$ cat config.mk
export PLATFORM = sky130hd
export DESIGN_NAME = rgb_to_hsv_convert
export DESIGN_NICKNAME = d
export VERILOG_FILES = /design/src/sv/rthsv_pkg.sv /design/src/sv/rgb_to_hsv_convert.sv
export SDC_FILE = /design/constraint.sdc
export NUM_CORES = 1
export LEC_CHECK = 0
export CORE_UTILIZATION = 40
export CTS_CLUSTER_SIZE = 8
export DETAILED_ROUTE_END_ITERATION = 8
export DONT_BUFFER_PORTS = 1
export GPL_TIMING_DRIVEN = 0
export SLEW_MARGIN = 25
export SYNTH_ARGS = -nofsm -noshare
export SYNTH_HDL_FRONTEND = slang
export SYNTH_SLANG_ARGS = --single-unit
$ cat constraint.sdc
create_clock -name clk -period 8.6 [get_ports clk]
set_input_delay 0.86 -clock clk [delete_from_list [all_inputs] [get_ports clk]]
set_output_delay 0.86 -clock clk [all_outputs]
set_load 0.01 [all_outputs]
$ cat src/sv/rthsv_pkg.sv
// Package for the RGB to HSV converter: field widths, sector codes,
// hue offsets, pipeline stage types and the two-bit-per-stage divider step.
// Depends on nothing; used by rgb_to_hsv_convert and rthsv_check.
package rthsv_pkg;

	localparam int unsigned COMP_W = 8;
	localparam int unsigned HUE_W  = 13;
	localparam int unsigned QUO_W  = 10;
	localparam int unsigned NUM_W  = 18;
	localparam int unsigned IN_W   = 24;
	localparam int unsigned OUT_W  = 32;

	localparam logic [1:0] SEC_RED   = 2'd0;
	localparam logic [1:0] SEC_GREEN = 2'd1;
	localparam logic [1:0] SEC_BLUE  = 2'd2;

	localparam logic [HUE_W-1:0] HUE_RED_OFS   = 13'd0;
	localparam logic [HUE_W-1:0] HUE_GREEN_OFS = 13'd1920;
	localparam logic [HUE_W-1:0] HUE_BLUE_OFS  = 13'd3840;
	localparam logic [HUE_W-1:0] HUE_FULL      = 13'd5760;

	// Partial state of one restoring division: remainder, numerator bits
	// still to shift in, quotient bits so far, divisor.
	typedef struct packed {
		logic [COMP_W-1:0] rem;
		logic [QUO_W-1:0]  num;
		logic [QUO_W-1:0]  quo;
		logic [COMP_W-1:0] dvsr;
	} div_t;

	typedef struct packed {
		logic              grey;
		logic              neg;
		logic [1:0]        sector;
		logic [COMP_W-1:0] vmax;
	} pix_ctl_t;

	typedef struct packed {
		pix_ctl_t          ctl;
		logic [COMP_W-1:0] delta;
		logic [COMP_W-1:0] adiff;
	} front_t;

	typedef struct packed {
		pix_ctl_t ctl;
		div_t     hdiv;
		div_t     sdiv;
	} div_stage_t;

	typedef struct packed {
		logic [HUE_W-1:0]  hue;
		logic [COMP_W-1:0] saturation;
		logic [COMP_W-1:0] brightness;
	} pix_out_t;

	// The quotient is known to stay below 2**QUO_W, so the top numerator
	// bits are already smaller than the divisor.
	function automatic div_t div_init(logic [NUM_W-1:0] n, logic [COMP_W-1:0] dv);
		div_t y;
		y.rem  = n[NUM_W-1:QUO_W];
		y.num  = n[QUO_W-1:0];
		y.quo  = '0;
		y.dvsr = dv;
		return y;
	endfunction

	function automatic div_t div_step(div_t x);
		logic [COMP_W:0] t;
		div_t            y;
		t = {x.rem, x.num[QUO_W-1]};
		y = x;
		if (t >= {1'b0, x.dvsr}) begin
			y.rem = COMP_W'(t - {1'b0, x.dvsr});
			y.quo = {x.quo[QUO_W-2:0], 1'b1};
		end else begin
			y.rem = t[COMP_W-1:0];
			y.quo = {x.quo[QUO_W-2:0], 1'b0};
		end
		y.num = {x.num[QUO_W-2:0], 1'b0};
		return y;
	endfunction

	function automatic div_stage_t stage_step(div_stage_t x);
		div_stage_t y;
		y      = x;
		y.hdiv = div_step(div_step(x.hdiv));
		y.sdiv = div_step(div_step(x.sdiv));
		return y;
	endfunction

endpackage

$ cat src/sv/rgb_to_hsv_convert.sv
// Top level of the RGB to HSV converter: an eight-stage pipeline with
// two radix-2 dividers advancing two quotient bits per stage.
// Depends on rthsv_pkg.
//
// Channel   Dir  Fields (tdata, lowest bit first)
// s_axis    in   red[7:0], green[15:8], blue[23:16]
// m_axis    out  hue[12:0], saturation[20:13], brightness[28:21], zero[31:29]
//
// One pixel is accepted per clock unless a stall has filled the pipeline.
// The depth is set by the ten-bit hue quotient, worked out two bits per
// stage over five stages, plus front, setup and final stages.
// Every stage has its own valid bit and loads when it is empty or its
// successor loads, so bubbles close up and a stall loses or repeats nothing.
// arst_n clears the valid bits only; payload registers are not reset.
module rgb_to_hsv_convert (
	input  logic                      clk,
	input  logic                      arst_n,
	input  logic                      s_tvalid,
	output logic                      s_tready,
	input  logic [rthsv_pkg::IN_W-1:0]  s_tdata,  // red, green, blue
	output logic                      m_tvalid,
	input  logic                      m_tready,
	output logic [rthsv_pkg::OUT_W-1:0] m_tdata   // hue, saturation, brightness
);
	import rthsv_pkg::*;

	localparam int unsigned NSTG = 8;

	logic [NSTG:1]   vld_q;
	logic [NSTG+1:1] en;

	front_t     front_c, front_s1;
	div_stage_t div_c, div_s2, div_s3, div_s4, div_s5, div_s6, div_s7;
	pix_out_t   out_c, out_s8;

	logic [COMP_W-1:0] red, green, blue, mx, mn;
	logic [COMP_W:0]   diff9;

	// Load enables: a stage takes new data when it is empty or when the
	// stage after it takes its current content.
	always_comb begin
		en[NSTG+1] = m_tready;
		for (int k = NSTG; k >= 1; k--) begin
			en[k] = !vld_q[k] || en[k+1];
		end
	end

	assign s_tready = en[1];
	assign m_tvalid = vld_q[NSTG];
	assign m_tdata  = {3'b000, out_s8.brightness, out_s8.saturation, out_s8.hue};

	always_ff @(posedge clk or negedge arst_n) begin
		if (!arst_n) begin
			vld_q <= '0;
		end else begin
			if (en[1]) vld_q[1] <= s_tvalid;
			for (int k = 2; k <= NSTG; k++) begin
				if (en[k]) vld_q[k] <= vld_q[k-1];
			end
		end
	end

	// Stage 1: maximum, minimum, sector and signed channel difference.
	// Red wins ties for the maximum, then green.
	always_comb begin
		red   = s_tdata[7:0];
		green = s_tdata[15:8];
		blue  = s_tdata[23:16];
		mx = red;
		if (green > mx) mx = green;
		if (blue > mx) mx = blue;
		mn = red;
		if (green < mn) mn = green;
		if (blue < mn) mn = blue;
		if (mx == red) begin
			front_c.ctl.sector = SEC_RED;
			diff9 = {1'b0, green} - {1'b0, blue};
		end else if (mx == green) begin
			front_c.ctl.sector = SEC_GREEN;
			diff9 = {1'b0, blue} - {1'b0, red};
		end else begin
			front_c.ctl.sector = SEC_BLUE;
			diff9 = {1'b0, red} - {1'b0, green};
		end
		// A black pixel also has max equal to min, so one test covers both.
		front_c.ctl.grey = (mx == mn);
		front_c.ctl.neg  = diff9[COMP_W];
		front_c.ctl.vmax = mx;
		front_c.delta    = mx - mn;
		front_c.adiff    = diff9[COMP_W] ? COMP_W'(9'd0 - diff9) : diff9[COMP_W-1:0];
	end

	// Stage 2: numerators 960*|diff| and 255*delta by shift and subtract.
	always_comb begin
		div_c.ctl  = front_s1.ctl;
		div_c.hdiv = div_init(NUM_W'({front_s1.adiff, 10'b0}) - NUM_W'({front_s1.adiff, 6'b0}),
			front_s1.delta);
		div_c.sdiv = div_init(NUM_W'({front_s1.delta, 8'b0}) - NUM_W'(front_s1.delta),
			front_s1.ctl.vmax);
	end

	// Stage 8: apply the floor for negative differences, add the sector
	// offset, wrap negative hues into range and zero a grey pixel's hue and saturation.
	always_comb begin
		logic [HUE_W-1:0] ofs;
		logic [QUO_W:0]   qa;
		case (div_s7.ctl.sector)
			SEC_GREEN: ofs = HUE_GREEN_OFS;
			SEC_BLUE:  ofs = HUE_BLUE_OFS;
			default:   ofs = HUE_RED_OFS;
		endcase
		qa = {1'b0, div_s7.hdiv.quo}
			+ (QUO_W+1)'(div_s7.ctl.neg && (div_s7.hdiv.rem != '0));
		out_c.brightness = div_s7.ctl.vmax;
		if (div_s7.ctl.grey) begin
			out_c.hue        = '0;
			out_c.saturation = '0;
		end else begin
			out_c.saturation = div_s7.sdiv.quo[COMP_W-1:0];
			if (div_s7.ctl.neg) begin
				if (HUE_W'(qa) > ofs) begin
					out_c.hue = HUE_FULL + ofs - HUE_W'(qa);
				end else begin
					out_c.hue = ofs - HUE_W'(qa);
				end
			end else begin
				out_c.hue = ofs + HUE_W'(div_s7.hdiv.quo);
			end
		end
	end

	always_ff @(posedge clk) begin
		if (en[1]) front_s1 <= front_c;
		if (en[2]) div_s2   <= div_c;
		if (en[3]) div_s3   <= stage_step(div_s2);
		if (en[4]) div_s4   <= stage_step(div_s3);
		if (en[5]) div_s5   <= stage_step(div_s4);
		if (en[6]) div_s6   <= stage_step(div_s5);
		if (en[7]) div_s7   <= stage_step(div_s6);
		if (en[8]) out_s8   <= out_c;
	end

endmodule

# After elaboration in Yosys (flattened, before gate mapping)
# Index checks and enable logic that the tools add are counted.
# word_totals
ff_bits	374
# classes
n_eq_ne	5
reduce_logical	18
addsub	31
n_lt_le_gt_ge	25
mux	58
# ops
op	count
8-bit 2-to-1 mux	34
9-bit by 8-bit >= comparator with 1-bit output	20
8-bit subtractor	20
8-bit by 8-bit subtractor with 9-bit output	3
13-bit 2-to-1 mux	2
13-bit by 11-bit subtractor with 13-bit output	2
8-bit == test	3
12-bit case mux with 2 select lines	1
1-bit 2-to-1 mux	18
9-bit 2-to-1 mux	2
18-bit by 14-bit subtractor with 18-bit output	1
16-bit by 8-bit subtractor with 17-bit output	1
8-bit > comparator	2
8-bit less-than comparator	2
13-bit by 10-bit adder with 13-bit output	1
13-bit adder (first input constant)	1
11-bit by 13-bit > comparator with 1-bit output	1
10-bit by 1-bit adder with 11-bit output	1
1-bit logical NOT	8
1-bit logical OR	8
8-bit nonzero test	1
1-bit by 8-bit subtractor with 8-bit output (first input constant)	1
2-bit by 1-bit == test with 1-bit output (second input constant)	1
2-bit == test (second input constant)	1
2 further kinds	2

# Logic depth before layout (Yosys ltp)
# logic_depth
depth_word	10
depth_mapped	29
ltp_nobuf	27

# Worst setup path after synthesis
# Ideal clock, no wire load.
# synth_timing
path_kind	input port to output port
from	input port m_tready
to	output port s_tready
cell_stages	6
n_path_buf	0
required_ns	7.740
slack_ns	2.567
arrival_time_ns	5.173
path_cell_list	nor2b_1 nand3_1 nor2_1 nand3_1 inv_1 nand3_1
# synth_via
elab_chain_cells	8
# synth_rtl
element	line_no	text
start: declaration	rgb_to_hsv_convert.sv:22	input logic m_tready,
1-bit logical OR (3 in series)	rgb_to_hsv_convert.sv:44	en[k] = !vld_q[k] || en[k+1];
via en, one bit	rgb_to_hsv_convert.sv:30	logic [NSTG+1:1] en;
1-bit logical OR (3 in series)	rgb_to_hsv_convert.sv:44	
via en, one bit	rgb_to_hsv_convert.sv:30	
1-bit logical OR (2 in series)	rgb_to_hsv_convert.sv:44	
end: declaration	rgb_to_hsv_convert.sv:19	output logic s_tready,
# The timed path passes the listed nets, and every way through them passes these cells.

==> summary.txt <==
Global route
  • Initial antenna violation count: 1
  • Largest net degree at the start of global routing: 50
  • GRT overflow: 0
  • First-pass GRT wire length: 72,440 um
  • Vias in the first global route: 15.28k
  • All-Layer GR Usage: 15.57%

Detailed routing
  • DR iter-0 viols: 684
  • Post-route ant nets: 0
  • DR DRC count: 0
  • Total wire length: 43,390 um
  • Post-DR wirelength/cell: 14.88 um
  • Via density: 5.071
  • Router iterations before antenna repair: 5
  • Vias: 14.78k

Die
  • # IOs: 62
  • Die height: 238.3 um
  • Die area: 56,770 sq um
  • Num rows: 86
  • Core footprint: 55,090 sq um
  • Initial Util: 40.53%
  • Chip Width: 238.3 um

Clock tree
  • Root Driver: clkbuf_16
  • Clk_lat worst skew: 0.56 ns
  • CTS buffer count: 49
  • Deepest clock path buffer count: 3
  • H-tree depth: 2
  • Post-CTS Setup Bufs: 0
  • Clock slew at reported path FFs: 0.05 ns
  • CTS tree: built
  • Post-cts sizing count: 0
  • # clock sinks: 345
  • CTS Hold Buffers Added: 1

Yosys
  • Synth Area in XOR/XNOR: 6.103%
  • FFs w/ async S/R, synth: 2.319%
  • Mux cell area share after synthesis: 4.943%
  • Yosys reg bits: 345
  • Top_reg_cell synth: edfxtp_1
  • Syn Area/Cell: 10.81 sq um
  • Compound-gate portion of the synthesized area: 12.05%
  • Mapped cell area: 22,330 sq um
  • Cells after synthesis: 2,066
  • Yosys cell types: 71
  • Post-Synth Adder-Cell Area: 15.01%
  • Synth warn: 0
  • Post-Synth Simple-Gate Area: 11.02%
  • Main combinational cell family by area after synthesis: adder cells
  • Register area share after synthesis: 46.22%
  • EDFF count, synth: 337

Layout
  • Final core utilization: 45.27%
  • Fill count: 5,110
  • Sequential standard cell area: 10,320 sq um
  • Area delta synth->final: 11.70%
  • Multi-input logic area: 11,050 sq um
  • Nets: 2,409
  • Share of cells above drive strength 1: 8.306%
  • Fin cells: 2,915
  • N_diodes: 0

Setup path
  • Worst Path Max Fanout: 10
  • R2R setup slack: 2.08 ns
  • Critical path capture point type: register
  • CP required: 8.90 ns
  • Worst Path Arrival: 7.10 ns
  • Worst setup path endpoint: div_c[43]$_DFFE_PP_
  • Setup crit start kind: primary input
  • Worst Setup SP: s_tdata[9]
  • Worst R2R Start: div_s2[37]$_DFFE_PP_
  • WS Path Type: in -> reg
  • R2R cell count: 27
  • Reg-to-Reg End: div_s3[71]$_DFFE_PP_

STA
  • Final Max Tran Viols: 0
  • Period utilization: 79.13%
  • Final Hold Vio Count: 0
  • Final setup viols: 0
  • Crit path time final: 6.805 ns
  • Clock Skew: 0.02416 ns
  • Unrepaired setup endpoints after global routing: false
  • Normalized max-slew margin: 43.81%
  • Max Clk Rate: 0.1469 GHz
  • Fin Setup TNS: 0 ns
  • Actual slew at the worst max-slew pin: 0.8428 ns

Placement
  • I/O Buffers: 0
  • Placed cells: 2,823
  • HPWL Detailed: 34,240 um
  • GPL Wtd Cong: 0.9362

Hold path
  • Min-delay worst type: reg -> reg

Status
  • Status: finished, final reports clean

Run
  • Maxcap violations: 0
## layer usage
metal	global-route usage, %	up-vias	routed length [um]
li1	-	7509	-
met1	17.86	6922	18750
met2	28.29	246	21570
met3	3.320	102	1692
met4	5.692	2	1360
met5	0	-	9
## stage by stage
stage / area [sq um] / setup slack [ns] / hold slack (ns)
3_3_place_gp: 23270 / 0.8873 / 0.4002
6_report: 24940 / 1.795 / 0.4041
2_1_floorplan: 22340 / 2.567 / 0.4003
3_5_place_dp: 23480 / 1.305 / 0.4045
5_1_grt: 24940 / 1.234 / 0.4103
4_1_cts: 24930 / 1.879 / 0.3921
## critical path: stages
cell      delay [ns]
inv_1           0.19
ha_1            0.29
nor2b_4         0.14
o311ai_2        0.37
o211ai_4        0.25
clkbuf_1        0.31
o21ai_0         0.37
clkbuf_1        0.42
nor2_1          0.08
a21oi_1         0.24
ha_1            0.28
inv_1           0.05
o21bai_1        0.08
a21o_1          0.20
a21oi_1         0.16
o21ai_0         0.15
nand2_1         0.30
mux2i_1         0.41
inv_1           0.08
ha_1            0.31
nor2b_1         0.14
o21ai_0         0.20
nand2b_1        0.12
a21o_1          0.19
a21o_1          0.19
a21o_1          0.17
a21oi_1         0.15
xnor3_1         0.42
## final cells by class
class                   count  area share (%)
plain buffers              29          0.5719
flip-flops and latches    345           41.38
repair buffers              7          0.6723
inverters                 238           3.582
clock buffers              89           5.689
clock inverters             2         0.06522
well taps                 748           3.753
multi-input cells        1457           44.29
## cells in the mapped netlist (all sizes together) (5+ instances only)
library cell	number	area [sq um]
and2	9	56.30
ha	231	2890
nand2b	31	193.9
buf	8	63.81
and3	8	50.05
a21oi	120	600.6
inv	234	878.4
o211ai	5	51.30
or2	9	56.30
nand3	36	180.2
a31oi	6	37.54
dfrtp	8	200.2
xnor2	106	928.4
mux2i	24	240.2
mux2	76	863.3
a21o	45	337.8
edfxtp	337	10120
nor2	179	671.9
nor4	5	37.53
nand2	119	446.7
xor2	47	411.6
o21bai	16	120.1
nor2b	55	351.6
o21a	19	142.6
a21boi	26	195.2
o21ai	130	654.4
clkbuf	21	78.83
or4	9	67.56
o31ai	18	135.1
fa	23	460.4
a311oi	8	95.09
nor3	17	85.08
a211oi	10	80.07
nand4	31	193.9
## registers in the layout, summed over array words and instances (netlist names)
name / cells
div_c: 20
div_s2: 48
div_s3: 47
div_s4: 47
div_s5: 49
div_s6: 51
div_s7: 38
front_s1: 8
m_tdata: 29
vld_q: 8
## layout by cell type, fill, tap and decap left out, types with 9 or more instances in the layout
master	synthesis	routed
fa_1	23	23
ha_1	231	231
clkbuf_16	0	51
mux2_2	74	74
o31ai_1	18	18
a21boi_0	22	22
nor2b_1	54	54
nor2_1	179	179
o21ai_0	126	126
xnor2_1	106	106
or2_2	9	9
nand2b_1	31	31
nor3_1	17	17
nand4_1	31	31
a21o_1	45	45
nand3_1	36	33
o21bai_1	16	16
and2_1	9	9
edfxtp_1	337	337
nand2_1	119	116
o21a_1	19	19
clkbuf_1	21	59
mux2i_1	24	24
a211oi_1	9	9
xor2_1	47	47
or4_1	9	9
inv_1	232	230
a21oi_1	120	120
## kinds of logic after synthesis
| group | Yosys count |
|---|---|
| AOI/OAI and AO/OA | 428 |
| other | 1 |
| muxes | 100 |
| DFF | 345 |
| adders and majority gates | 254 |
| buffers and inverters | 267 |
| xor gates and xnor gates | 154 |
| and+or+nand+nor | 517 |
## how the worst min path moves through the flow
stage | startpoint | to | depth (start not counted)
6_report | div_s2[61]$_DFFE_PP_ | div_s3[63]$_DFFE_PP_ | 0
5_1_grt | s_tvalid | vld_q[1]$_DFFE_PN0P_ | 1
4_1_cts | s_tvalid | vld_q[1]$_DFFE_PN0P_ | 1
3_5_place_dp | div_c[1]$_DFFE_PP_ | div_s2[1]$_DFFE_PP_ | 0
3_3_place_gp | div_s5[46]$_DFFE_PP_ | div_s6[48]$_DFFE_PP_ | 0
2_1_floorplan | div_c[0]$_DFFE_PP_ | div_s2[0]$_DFFE_PP_ | 0
Power is left out: the tool's default activity adds up to more than one toggle a clock period on the data nets, which glitch-free logic cannot reach.
